File: config.mk
export PLATFORM = sky130hd
export DESIGN_NAME = positional_list_store_flat
export DESIGN_NICKNAME = d
export VERILOG_FILES = /design/src/hdl/pls_pkg.sv /design/src/hdl/pls_if.sv /design/src/hdl/pls_ctrl.sv /design/src/hdl/pls_dpath.sv /design/src/hdl/positional_list_store.sv /design/src/flat_wrapper.sv
export SDC_FILE = /design/constraint.sdc
export NUM_CORES = 1
export LEC_CHECK = 0
export BUFFER_PORTS_ARGS = -buffer_cell sky130_fd_sc_hd__buf_4
export CAP_MARGIN = 0
export CORE_MARGIN = 5
export CORE_UTILIZATION = 45
export CTS_BUF_LIST = sky130_fd_sc_hd__clkbuf_8
export DETAILED_ROUTE_END_ITERATION = 10
export GPL_TIMING_DRIVEN = 0
export SLEW_MARGIN = 10
export SYNTH_ARGS = -nofsm -noshare
export SYNTH_HDL_FRONTEND = slang
export SYNTH_HIERARCHICAL = 1
export SYNTH_SLANG_ARGS = --single-unit
File: constraint.sdc
create_clock -name clk -period 7.47 [get_ports clk]
set_input_delay 1.1205 -clock clk [delete_from_list [all_inputs] [get_ports clk]]
set_output_delay 1.1205 -clock clk [all_outputs]
set_load 0.05 [all_outputs]
File: src/hdl/pls_pkg.sv
`default_nettype none
// ----------------------------------------------------------------------------
// pls_pkg
// Shared types, codes and defaults for the positional list store.
// ----------------------------------------------------------------------------
package pls_pkg;

	localparam int PLS_CAPACITY   = 16;
	localparam int PLS_DATA_WIDTH = 32;

	// fixed word field widths
	localparam int OPCODE_W = 3;
	localparam int POS_W    = 5;
	localparam int VALUE_W  = 32;
	localparam int STATUS_W = 2;

	localparam logic [OPCODE_W-1:0] OP_INSERT   = 3'd0;
	localparam logic [OPCODE_W-1:0] OP_DELETE   = 3'd1;
	localparam logic [OPCODE_W-1:0] OP_RETRIEVE = 3'd2;
	localparam logic [OPCODE_W-1:0] OP_LOCATE   = 3'd3;
	localparam logic [OPCODE_W-1:0] OP_CLEAR    = 3'd4;

	localparam logic [STATUS_W-1:0] STAT_OK    = 2'd0;
	localparam logic [STATUS_W-1:0] STAT_NOPOS = 2'd1;
	localparam logic [STATUS_W-1:0] STAT_FULL  = 2'd2;

	typedef enum logic [1:0] {
		S_IDLE,
		S_RUN,
		S_WAIT,
		S_COMMIT
	} state_t;

	// controller -> datapath
	typedef struct packed {
		logic load;
		logic rd_en;
		logic commit;
	} ctrl_cmd_t;

	// datapath -> controller
	typedef struct packed {
		logic rem_zero;
	} dp_sts_t;

endpackage
`default_nettype wire

File: src/hdl/pls_if.sv
`default_nettype none
// ----------------------------------------------------------------------------
// pls_if
// Valid/ready channels for request and response words.
// ----------------------------------------------------------------------------
interface pls_cmd_if import pls_pkg::*; ();
	logic                       valid;
	logic                       ready;
	logic        [OPCODE_W-1:0] opcode;
	logic        [POS_W-1:0]    position;
	logic signed [VALUE_W-1:0]  item_value;

	modport source (output valid, output opcode, output position, output item_value,
		input ready);
	modport sink (input valid, input opcode, input position, input item_value,
		output ready);
endinterface

interface pls_rsp_if import pls_pkg::*; ();
	logic                       valid;
	logic                       ready;
	logic        [STATUS_W-1:0] status;
	logic signed [VALUE_W-1:0]  read_value;
	logic        [POS_W-1:0]    found_position;
	logic        [POS_W-1:0]    length_now;

	modport source (output valid, output status, output read_value,
		output found_position, output length_now, input ready);
	modport sink (input valid, input status, input read_value,
		input found_position, input length_now, output ready);
endinterface
`default_nettype wire

File: src/hdl/pls_ctrl.sv
`default_nettype none
// ----------------------------------------------------------------------------
// pls_ctrl
// Sequencer: accept a word, step the entry scan, commit into the output slot.
// ----------------------------------------------------------------------------
module pls_ctrl import pls_pkg::*; (
	input  wire logic      clk,
	input  wire logic      arst_n,
	input  wire logic      in_valid,
	output logic           in_ready,
	output logic           out_valid,
	input  wire logic      out_ready,
	output ctrl_cmd_t      cmd,
	input  wire dp_sts_t   sts
);

	state_t state_q;
	state_t state_d;
	logic   out_valid_q;

	always_ff @(posedge clk or negedge arst_n) begin
		if (!arst_n) begin
			state_q     <= S_IDLE;
			out_valid_q <= 1'b0;
		end else begin
			state_q <= state_d;
			if (cmd.commit) begin
				out_valid_q <= 1'b1;
			end else if (out_ready) begin
				out_valid_q <= 1'b0;
			end
		end
	end

	always_comb begin
		state_d  = state_q;
		cmd      = '0;
		in_ready = 1'b0;
		case (state_q)
			S_IDLE: begin
				in_ready = 1'b1;
				if (in_valid) begin
					cmd.load = 1'b1;
					state_d  = S_RUN;
				end
			end
			S_RUN: begin
				if (sts.rem_zero) begin
					state_d = S_WAIT;
				end else begin
					cmd.rd_en = 1'b1;
				end
			end
			// spare state after the last write-back, before commit
			S_WAIT: begin
				state_d = S_COMMIT;
			end
			S_COMMIT: begin
				if (!out_valid_q || out_ready) begin
					cmd.commit = 1'b1;
					state_d    = S_IDLE;
				end
			end
			default: begin
				state_d = S_IDLE;
			end
		endcase
	end

	assign out_valid = out_valid_q;

endmodule
`default_nettype wire

File: src/hdl/pls_dpath.sv
`default_nettype none
// ----------------------------------------------------------------------------
// pls_dpath
// Entry memory, length count, shift/scan pipe and response register.
// ----------------------------------------------------------------------------
module pls_dpath import pls_pkg::*; #(
	parameter int CAPACITY   = PLS_CAPACITY,
	parameter int DATA_WIDTH = PLS_DATA_WIDTH
) (
	input  wire logic                       clk,
	input  wire logic                       arst_n,
	input  wire ctrl_cmd_t                  cmd,
	output dp_sts_t                         sts,
	input  wire logic        [OPCODE_W-1:0] opcode,
	input  wire logic        [POS_W-1:0]    position,
	input  wire logic signed [VALUE_W-1:0]  item_value,
	output logic             [STATUS_W-1:0] status,
	output logic signed      [VALUE_W-1:0]  read_value,
	output logic             [POS_W-1:0]    found_position,
	output logic             [POS_W-1:0]    length_now
);

	localparam int AW   = (CAPACITY > 1) ? $clog2(CAPACITY) : 1;
	localparam int CW   = $clog2(CAPACITY + 1);
	localparam int FW   = $clog2(CAPACITY + 2);
	localparam int CMPW = ((CW > POS_W) ? CW : POS_W) + 1;

	logic [DATA_WIDTH-1:0] mem [CAPACITY];

	logic [CW-1:0]         count_q;
	logic [CW-1:0]         rem_q;
	logic [AW-1:0]         idx_q;
	logic [OPCODE_W-1:0]   op_q;
	logic [POS_W-1:0]      pos_q;
	logic [DATA_WIDTH-1:0] val_q;
	logic                  ok_q;
	logic [STATUS_W-1:0]   status_q;
	logic [FW-1:0]         found_q;
	logic                  hit_q;

	logic                  pend_s1;
	logic [AW-1:0]         addr_s1;
	logic [DATA_WIDTH-1:0] rd_data_s1;

	logic [STATUS_W-1:0]   rsp_status_q;
	logic [VALUE_W-1:0]    rsp_read_q;
	logic [POS_W-1:0]      rsp_found_q;
	logic [POS_W-1:0]      rsp_len_q;

	// load decode
	logic [CMPW-1:0]       pos_w;
	logic [CMPW-1:0]       cnt_w;
	logic [CMPW-1:0]       ld_rem;
	logic [CMPW-1:0]       ld_idx;
	logic [STATUS_W-1:0]   ld_status;
	logic                  ld_ok;

	// write port
	logic                  we;
	logic [AW-1:0]         wa;
	logic [DATA_WIDTH-1:0] wd;

	logic [CW-1:0]         count_d;

	always_comb begin
		pos_w     = CMPW'(position);
		cnt_w     = CMPW'(count_q);
		ld_rem    = '0;
		ld_idx    = '0;
		ld_status = STAT_OK;
		ld_ok     = 1'b0;
		case (opcode)
			OP_INSERT: begin
				if (pos_w == '0 || pos_w > cnt_w + CMPW'(1)) begin
					ld_status = STAT_NOPOS;
				end else if (cnt_w >= CMPW'(CAPACITY)) begin
					ld_status = STAT_FULL;
				end else begin
					ld_ok  = 1'b1;
					ld_rem = cnt_w - pos_w + CMPW'(1);
					ld_idx = cnt_w - CMPW'(1);
				end
			end
			OP_DELETE: begin
				if (pos_w == '0 || pos_w > cnt_w) begin
					ld_status = STAT_NOPOS;
				end else begin
					ld_ok  = 1'b1;
					ld_rem = cnt_w - pos_w;
					ld_idx = pos_w;
				end
			end
			OP_RETRIEVE: begin
				if (pos_w == '0 || pos_w > cnt_w) begin
					ld_status = STAT_NOPOS;
				end else begin
					ld_ok  = 1'b1;
					ld_rem = CMPW'(1);
					ld_idx = pos_w - CMPW'(1);
				end
			end
			OP_LOCATE: begin
				ld_rem = cnt_w;
			end
			default: begin
			end
		endcase
	end

	always_ff @(posedge clk or negedge arst_n) begin
		if (!arst_n) begin
			rem_q   <= '0;
			pend_s1 <= 1'b0;
			count_q <= '0;
		end else begin
			pend_s1 <= cmd.rd_en;
			if (cmd.load) begin
				rem_q <= ld_rem[CW-1:0];
			end else if (cmd.rd_en) begin
				rem_q <= rem_q - CW'(1);
			end
			if (cmd.commit) begin
				count_q <= count_d;
			end
		end
	end

	always_ff @(posedge clk) begin
		if (cmd.load) begin
			op_q     <= opcode;
			pos_q    <= position;
			val_q    <= DATA_WIDTH'($unsigned(item_value));
			ok_q     <= ld_ok;
			status_q <= ld_status;
			idx_q    <= ld_idx[AW-1:0];
			found_q  <= FW'(count_q) + FW'(1);
			hit_q    <= 1'b0;
		end else if (cmd.rd_en) begin
			// insert shifts from the tail down, the others walk up
			if (op_q == OP_INSERT) begin
				idx_q <= idx_q - AW'(1);
			end else begin
				idx_q <= idx_q + AW'(1);
			end
		end
		if (pend_s1 && op_q == OP_LOCATE && !hit_q && rd_data_s1 == val_q) begin
			hit_q   <= 1'b1;
			found_q <= FW'(addr_s1) + FW'(1);
		end
	end

	// registered read
	always_ff @(posedge clk) begin
		if (cmd.rd_en) begin
			rd_data_s1 <= mem[idx_q];
			addr_s1    <= idx_q;
		end
	end

	always_comb begin
		we = 1'b0;
		wa = addr_s1;
		wd = rd_data_s1;
		if (pend_s1 && op_q == OP_INSERT) begin
			we = 1'b1;
			wa = addr_s1 + AW'(1);
		end else if (pend_s1 && op_q == OP_DELETE) begin
			we = 1'b1;
			wa = addr_s1 - AW'(1);
		end else if (cmd.commit && op_q == OP_INSERT && ok_q) begin
			we = 1'b1;
			wa = AW'(CMPW'(pos_q) - CMPW'(1));
			wd = val_q;
		end
	end

	always_ff @(posedge clk) begin
		if (we) begin
			mem[wa] <= wd;
		end
	end

	always_comb begin
		count_d = count_q;
		if (op_q == OP_INSERT && ok_q) begin
			count_d = count_q + CW'(1);
		end else if (op_q == OP_DELETE && ok_q) begin
			count_d = count_q - CW'(1);
		end else if (op_q == OP_CLEAR) begin
			count_d = '0;
		end
	end

	// response register, loaded on commit
	always_ff @(posedge clk) begin
		if (cmd.commit) begin
			rsp_status_q <= status_q;
			rsp_read_q   <= (op_q == OP_RETRIEVE && ok_q) ? VALUE_W'(rd_data_s1) : '0;
			rsp_found_q  <= (op_q == OP_LOCATE) ? POS_W'(found_q) : '0;
			rsp_len_q    <= POS_W'(count_d);
		end
	end

	assign sts.rem_zero   = (rem_q == '0);
	assign status         = rsp_status_q;
	assign read_value     = $signed(rsp_read_q);
	assign found_position = rsp_found_q;
	assign length_now     = rsp_len_q;

endmodule
`default_nettype wire

File: src/hdl/positional_list_store.sv
`default_nettype none
// ----------------------------------------------------------------------------
// positional_list_store
// Ordered list of signed values with insert, delete, retrieve, locate, clear.
// ----------------------------------------------------------------------------
// Requests are taken one at a time: accept, read r entries, commit once the
//   response slot is free, where r is the entries read: length-position+1
//   for insert, length-position for delete, 1 for retrieve, length for
//   locate, 0 for clear, spare opcodes and failures. One entry is read per
//   cycle, written back in the next; the response register frees the input side.
// Reset: list empty, no response pending; entry memory is not cleared.
module positional_list_store import pls_pkg::*; #(
	parameter int CAPACITY   = PLS_CAPACITY,
	parameter int DATA_WIDTH = PLS_DATA_WIDTH
) (
	input  wire logic clk,
	input  wire logic arst_n,
	pls_cmd_if.sink   cmd,
	pls_rsp_if.source rsp
);

	ctrl_cmd_t ctl;
	dp_sts_t   dp_sts;
	logic      in_ready;
	logic      out_valid;

	pls_ctrl u_ctrl (
		.clk       (clk),
		.arst_n    (arst_n),
		.in_valid  (cmd.valid),
		.in_ready  (in_ready),
		.out_valid (out_valid),
		.out_ready (rsp.ready),
		.cmd       (ctl),
		.sts       (dp_sts)
	);

	pls_dpath #(
		.CAPACITY   (CAPACITY),
		.DATA_WIDTH (DATA_WIDTH)
	) u_dpath (
		.clk            (clk),
		.arst_n         (arst_n),
		.cmd            (ctl),
		.sts            (dp_sts),
		.opcode         (cmd.opcode),
		.position       (cmd.position),
		.item_value     (cmd.item_value),
		.status         (rsp.status),
		.read_value     (rsp.read_value),
		.found_position (rsp.found_position),
		.length_now     (rsp.length_now)
	);

	assign cmd.ready = in_ready;
	assign rsp.valid = out_valid;

	// one request in flight
	a_one_in_flight: assert property (@(posedge clk) disable iff (!arst_n)
		cmd.valid && cmd.ready |=> !cmd.ready)
		else $error("request accepted while another is in flight");

	// full is only reported with the list at capacity
	a_full_len: assert property (@(posedge clk) disable iff (!arst_n)
		rsp.valid && rsp.status == STAT_FULL |-> rsp.length_now == POS_W'(CAPACITY))
		else $error("full status with list below capacity");

	// read data and locate result never come from the same operation
	a_read_xor_found: assert property (@(posedge clk) disable iff (!arst_n)
		rsp.valid && rsp.read_value != '0 |-> rsp.found_position == '0)
		else $error("read value and locate result both set");

	// failed operations return no data
	a_fail_no_data: assert property (@(posedge clk) disable iff (!arst_n)
		rsp.valid && rsp.status != STAT_OK |-> rsp.read_value == '0)
		else $error("failed operation returned data");

endmodule
`default_nettype wire
File: src/flat_wrapper.sv
// flat-port wrapper written by rule: the top's interface ports become plain ports
module positional_list_store_flat import pls_pkg::*;
#(
	parameter int CAPACITY   = PLS_CAPACITY,
	parameter int DATA_WIDTH = PLS_DATA_WIDTH
)
  (clk, arst_n, cmd_valid, cmd_opcode, cmd_position, cmd_item_value, cmd_ready, rsp_valid, rsp_status, rsp_read_value, rsp_found_position, rsp_length_now, rsp_ready);
  pls_cmd_if cmd_i ();
  pls_rsp_if rsp_i ();
  input  wire logic clk;
  input  wire logic arst_n;
  input wire logic [$bits(cmd_i.valid)-1:0] cmd_valid;
  input wire logic [$bits(cmd_i.opcode)-1:0] cmd_opcode;
  input wire logic [$bits(cmd_i.position)-1:0] cmd_position;
  input wire logic [$bits(cmd_i.item_value)-1:0] cmd_item_value;
  output wire logic [$bits(cmd_i.ready)-1:0] cmd_ready;
  output wire logic [$bits(rsp_i.valid)-1:0] rsp_valid;
  output wire logic [$bits(rsp_i.status)-1:0] rsp_status;
  output wire logic [$bits(rsp_i.read_value)-1:0] rsp_read_value;
  output wire logic [$bits(rsp_i.found_position)-1:0] rsp_found_position;
  output wire logic [$bits(rsp_i.length_now)-1:0] rsp_length_now;
  input wire logic [$bits(rsp_i.ready)-1:0] rsp_ready;
  assign cmd_i.valid = cmd_valid;
  assign cmd_i.opcode = cmd_opcode;
  assign cmd_i.position = cmd_position;
  assign cmd_i.item_value = cmd_item_value;
  assign cmd_ready = cmd_i.ready;
  assign rsp_valid = rsp_i.valid;
  assign rsp_status = rsp_i.status;
  assign rsp_read_value = rsp_i.read_value;
  assign rsp_found_position = rsp_i.found_position;
  assign rsp_length_now = rsp_i.length_now;
  assign rsp_i.ready = rsp_ready;
  positional_list_store #(.CAPACITY(CAPACITY), .DATA_WIDTH(DATA_WIDTH)) u_core (.clk(clk), .arst_n(arst_n), .cmd(cmd_i), .rsp(rsp_i));
endmodule
Word level (Yosys, flattened, before mapping). Memories as Yosys holds them, arrays and structs flattened. A register that Yosys moved wholly into a read port is not among the register bits. Cells that the tools add are included.

$add $sub $neg: 14. Multipliers: 0. Div/mod/pow operators: 0. $lt $le $gt $ge: 3. Eq/ne operators: 14. Shift operators: 0. Muxes and demuxes: 52. Bitwise logic cells: 0. Reductions and logical operators: 25.

Operators with widths (count): two-way mux 32 bit (3); two-way mux 5 bit (10); two-way mux 4 bit (10); equality test 32 bit (1); case mux 5 bit (4 select lines) (1); subtractor 4 x 1 -> 4 bit (second input constant) (5); two-way mux 1 bit (19); equality test 3 x 2 -> 1 bit (second input constant) (4); case mux 4 bit (3 select lines) (1); adder 5 x 1 -> 5 bit (second input constant) (2); logical AND 1 bit (10); zero test 5 bit (2); two-way mux 2 bit (5); subtractor 5 x 1 -> 5 bit (second input constant) (2); adder 4 x 1 -> 4 bit (second input constant) (2); case mux 2 bit (4 select lines) (1); adder 5 x 1 -> 6 bit (second input constant) (1); equality test 3 x 1 -> 1 bit (second input constant) (2); > comparator 5 x 6 -> 1 bit (1); zero test 3 bit (2); nonzero test 2 bit (3); adder 4 x 1 -> 5 bit (second input constant) (1); greater-or-equal comparator 5 bit (second input constant) (1); > comparator 5 bit (1); other kinds (13) (18).

Bits in registers: 114. Latch bits: 0. Bits in writable memories: 512. Bits in read-only memories: 0. Input port bits: 44. Output and inout bits: 46. Word-level logic and storage cells: 127. Memories: 1.

Memory list: u_core.u_dpath.mem (words 16, width 32, rd ports 1, clocked after Yosys merged registers in 1, wr ports 1, line pls_dpath.sv:28) `logic [DATA_WIDTH-1:0] mem [CAPACITY];`.

Longest topological paths before layout.
Word-level depth: 11. Gate-level depth with buffers: 11. Mapped depth without buffers: 10.

Cells and area by module. The synthesis kept the hierarchy.

Modules (own cells, without submodules): pls_dpath (times used 1, cells each 1256, area an instance 26386.6 um^2, seq. area each 19603.8 um^2); pls_ctrl (times used 1, cells each 20, area an instance 212.7 um^2, seq. area each 75.1 um^2).

Worst setup path after synthesis. No wires, ideal clock.

Path kind: input to register. From: input port rsp_ready. To: memory u_core/u_dpath/mem[6][0] (netlist bit), enable pin. Library setup time: 0.461 ns. Arrival: 5.633 ns. Data required time: 7.009 ns. Setup slack: 1.376 ns. Stages: 9. Path buffers: 2. Cells stage by stage: nand2b_1 -> and2_1 -> clkbuf_1 -> and2_0 -> buf_4 -> nand2_1 -> a31o_4 -> nand2b_4 -> nor3_1.

RTL lines: start, declared (line flat_wrapper.sv:22) `input wire logic [$bits(rsp_i.ready)-1:0] rsp_ready;`; end, declared (line pls_dpath.sv:28).

==> results summary <==
The die covers 64070 µm². The number of pins with negative max-slew slack in the final report is 0. The signal on the critical path passes through buf_4 -> nand2b_1 -> and2_4 -> clkbuf_1 -> and2_0 -> buf_4 -> a211oi_1 -> o22a_1 -> nand2b_1 -> nor2_4 -> buf_12. The most common cell after layout, fill and taps aside is edfxtp_1. The run finished with clean final reports. Counting flops with an async set or reset pin after synthesis yields a share of 0.02128.

The critical path required time is 7.85 ns. The global router's overall resource usage is 0.2019. The headroom to the max-slew limit came out at 0.2376. In the layout the commonest cells are edfxtp_1 (643), mux4_2 (160), clkbuf_8 (108). The H-tree depth reported by CTS came out at 3. The total nets after synthesis is 1348.

The number of antenna cells inserted is 0. TritonCTS built the clock tree. The I/O pin total came out at 90. The cell-internal power came out at 7.927 mW. From bottom edge to top edge, the die measures 253.1 µm. The remaining antenna violation count came out at 0.

The number of instances resized during post-cts repair came out at 0. The share of the Yosys chip area taken by registers is 0.7398. The final hold violation count came out at 0. In this design, the largest share of critical-path delay is due to simple AND/OR/NAND/NOR gates. The post-synth design cell area is 26600 µm². The detailed-route vias per instance came out at 5.662. The clock arrives with 0.03207 ns of skew. In this run the power spent charging and discharging nets is 3.874 mW.

The synthesized design contains 658 register bits. Wires add up to 64.33 mm. The total CTS buffers is 106.

The number of DRC violations after detailed routing came out at 0. The power per cell area is 382.4 nW/µm². The later pin in the worst-skew pair is clocked with a latency of 0.71 ns. The most used flip-flop cell after synthesis is edfxtp_1. Once the clock tree was built, the setup fixing pass inserted 0 buffers. The total of warnings raised by yosys came out at 6. For the pin with the worst max-slew slack, the measured transition is 1.133 ns.

The worst setup path is captured at a flip-flop. Once layout is complete, the cells apart from fillers number 2367. The global route total overflow came out at 0. The summed negative setup slack over all endpoints is 0 ns. In this run the deepest clock path goes through 3 buffers. Entering global routing, the biggest net connects 46 pins. Based on the critical path, the design can be clocked at up to 238.4 MHz. The ratio of final minimum period to clock period is 0.5614. The number of placement rows came out at 89. Measured along the x axis, the die boundary spans 253.1 µm.

The count of buffering cells on the critical path with inverters included is 4. The combinational share of power is 0.321. The growth of design area from synthesis to finish came out at 16.03%. IR analysis of the VDD net gives a maximum drop of 0.3887 mV. The portion of total power attributed to the clock network is 0.243. The via count of the first global-routing pass is 13760. The initial antenna violation count came to 2. Setup repair after global routing left no endpoint under its margin. The number of enable-type register cells in the synthesized netlist came out at 643. Detailed placement finished with a half-perimeter wire length of 40.36 mm. The final weighted congestion of routability-driven global placement came out at 0.7756. The worst setup path is launched from an input port. Clock-pin slew was measured on the worst setup and hold paths at 0.06 ns.

A synthesized cell averages 20.85 µm². The arrival time at the worst endpoint is 4.57 ns. The worst register-to-register path ends at u_core/u_dpath/mem[3][29].

The first global-routing pass estimated 93.44 mm of wire. The number of buffers inserted by hold repair at cts came out at 0. The starting density of the core came out at 0.4524. The critical path runs through a total of 11 cells. The tree is rooted in a clkbuf_8. The switching portion of total power came out at 0.3283. Of the cells placed in the final design, the portion with a size suffix greater than 1 is 0.3287. The worst reg2reg path depth came out at 10. The final net count is 1579.

The number of placed instances with taps included came out at 2172. The most critical setup path has its startpoint at rsp_ready. The proportion of power drawn by flip-flops and latches came out at 0.436. The via count is 13400.

Setup violations remaining at the end of the flow were counted as 0. The synthesized instance count is 1276. In this run the worst setup path terminates at u_core/u_dpath/mem[3][29]. The number of library cell types mapped by synthesis is 70. The setup check on the worst reg-to-reg path leaves a slack of 3.32 ns. For this run, the detailed router's first-pass iteration total came to 5.

The final critical delay including setup and external delays came out at 4.194 ns. The standard cell with the maximum stage delay on the critical path is nor2_4. Max-cap violations in this run came to 0. Input and output buffers added on the ports amount to 89.

The critical path in this run is classified as in2reg. The path class of the tightest hold or removal check is in2async. The placeable core region is 58800 µm². The standby leakage power is 10.26 nW. The number of filler instances in the final layout is 4683.

Clock tree synthesis found a total of 658 sinks. The maximum fanout encountered on the critical timing path came out at 45. The starting DRC count in detailed routing is 1449. The final routed wire length divided by cell count is 27.18 µm. The longest individual stage delay on the worst path is 0.74 ns. The worst register-to-register path begins at u_core/u_ctrl/state_q[1].
==> routing by layer <==
metal  up-vias  GRT usage  wire length (µm)
met2       519     0.3236             31180
li1       5711          -                 -
met5         -          0                 0
met3        91    0.04314              4610
met4         0    0.04905              1328
met1      7082     0.2884             27210
==> sequential cells by signal (all words and copies together) (netlist names), 5 cells and up <==
name,cells
u_core/u_dpath/count_q,5
u_core/u_dpath/found_q,5
u_core/u_dpath/val_q,32
u_core/u_dpath/rd_data_s1,32
u_core/u_dpath/length_now,5
u_core/u_dpath/read_value,32
u_core/u_dpath/mem,512
u_core/u_dpath/found_position,5
u_core/u_dpath/rem_q,5
==> how the worst min path moves through the flow <==
stage	to	slack, ns	cells past startpoint
after detailed placement	u_core/u_dpath/status[1]	0.42	0
after floorplan	u_core/u_dpath/status[0]	0.40	0
after CTS	u_core/u_dpath/count_q[0]	0.24	1
after global routing	u_core/u_ctrl/out_valid	0.26	1
final	u_core/u_dpath/count_q[0]	0.29	1
after global placement	u_core/u_dpath/status[0]	0.40	0
==> logic make-up (layout without fill, tap and decap cells) <==
kind of cell	after synthesis	count (layout)	synth area share
mux	204	204	0.1539
fa+ha+maj	28	28	0.01374
buf+inv	81	399	0.01581
flops	658	658	0.7398
xor+xnor	55	55	0.01811
compound gates	75	75	0.01971
simple gates	175	175	0.03890
==> area by class of cell <==
class,count,area (µm²),area share
buffer,58,334.1,0.01082
multi-input combinational,537,6629,0.2148
timing repair buffer,123,1204,0.03900
inverter,23,86.33,0.002797
sequential,658,19680,0.6376
tap,773,967.2,0.03134
clock buffer,108,1486,0.04816
clock inverter,87,478.0,0.01549
==> power groups by stage <==
| stage | logic (mW) | clock network [mW] | registers, mW |
|---|---|---|---|
| floorplan | 2.37 | 0 | 5.39 |
| global placement | 3.68 | 0 | 5.25 |
| detailed placement | 3.83 | 0 | 5.22 |
| CTS | 3.84 | 2.95 | 5.15 |
| global route | 4.06 | 3.12 | 5.19 |
| finish | 3.78 | 2.87 | 5.15 |
==> metrics by stage <==
stage	power [mW]	hold slack, ns	instance area, µm²	setup slack [ns]	util
2_1_floorplan	7.755	0.4003	26600	1.376	-
3_3_place_gp	8.926	0.4014	28230	-3.198	0.4802
3_5_place_dp	9.055	0.4171	28900	2.551	0.4915
4_1_cts	11.94	0.2422	30860	3.255	0.5249
5_1_grt	12.36	0.2563	30860	3.053	0.5249
6_report	11.80	0.2884	30860	3.276	0.5249
==> cell usage after synthesis, drive strengths merged (14+ instances only) <==
| master | count | area [µm²] |
|---|---|---|
| and2 | 42 | 262.8 |
| o21ai | 17 | 85.08 |
| mux2 | 37 | 420.4 |
| edfxtp | 643 | 19310 |
| xnor2 | 30 | 262.8 |
| clkbuf | 19 | 71.32 |
| ha | 26 | 325.3 |
| nand3 | 19 | 95.09 |
| mux4 | 160 | 3603 |
| xor2 | 25 | 219.0 |
| a21oi | 16 | 80.08 |
| inv | 23 | 86.33 |
| buf | 39 | 262.8 |
| dfrtp | 14 | 350.3 |
| nor2 | 28 | 107.6 |
| nand2 | 26 | 97.59 |
==> worst register-to-register path, cell delays in order (launching register included) <==
cell and delay, ns:
dfrtp_1 0.39, ha_1 0.20, and2_4 0.64, clkbuf_1 0.46
and2_0 0.20, buf_4 0.15, a211oi_1 0.06, o22a_1 0.32
nand2b_1 0.40, nor2_4 0.74, buf_12 0.28
Power figures use the tool's default switching activity.
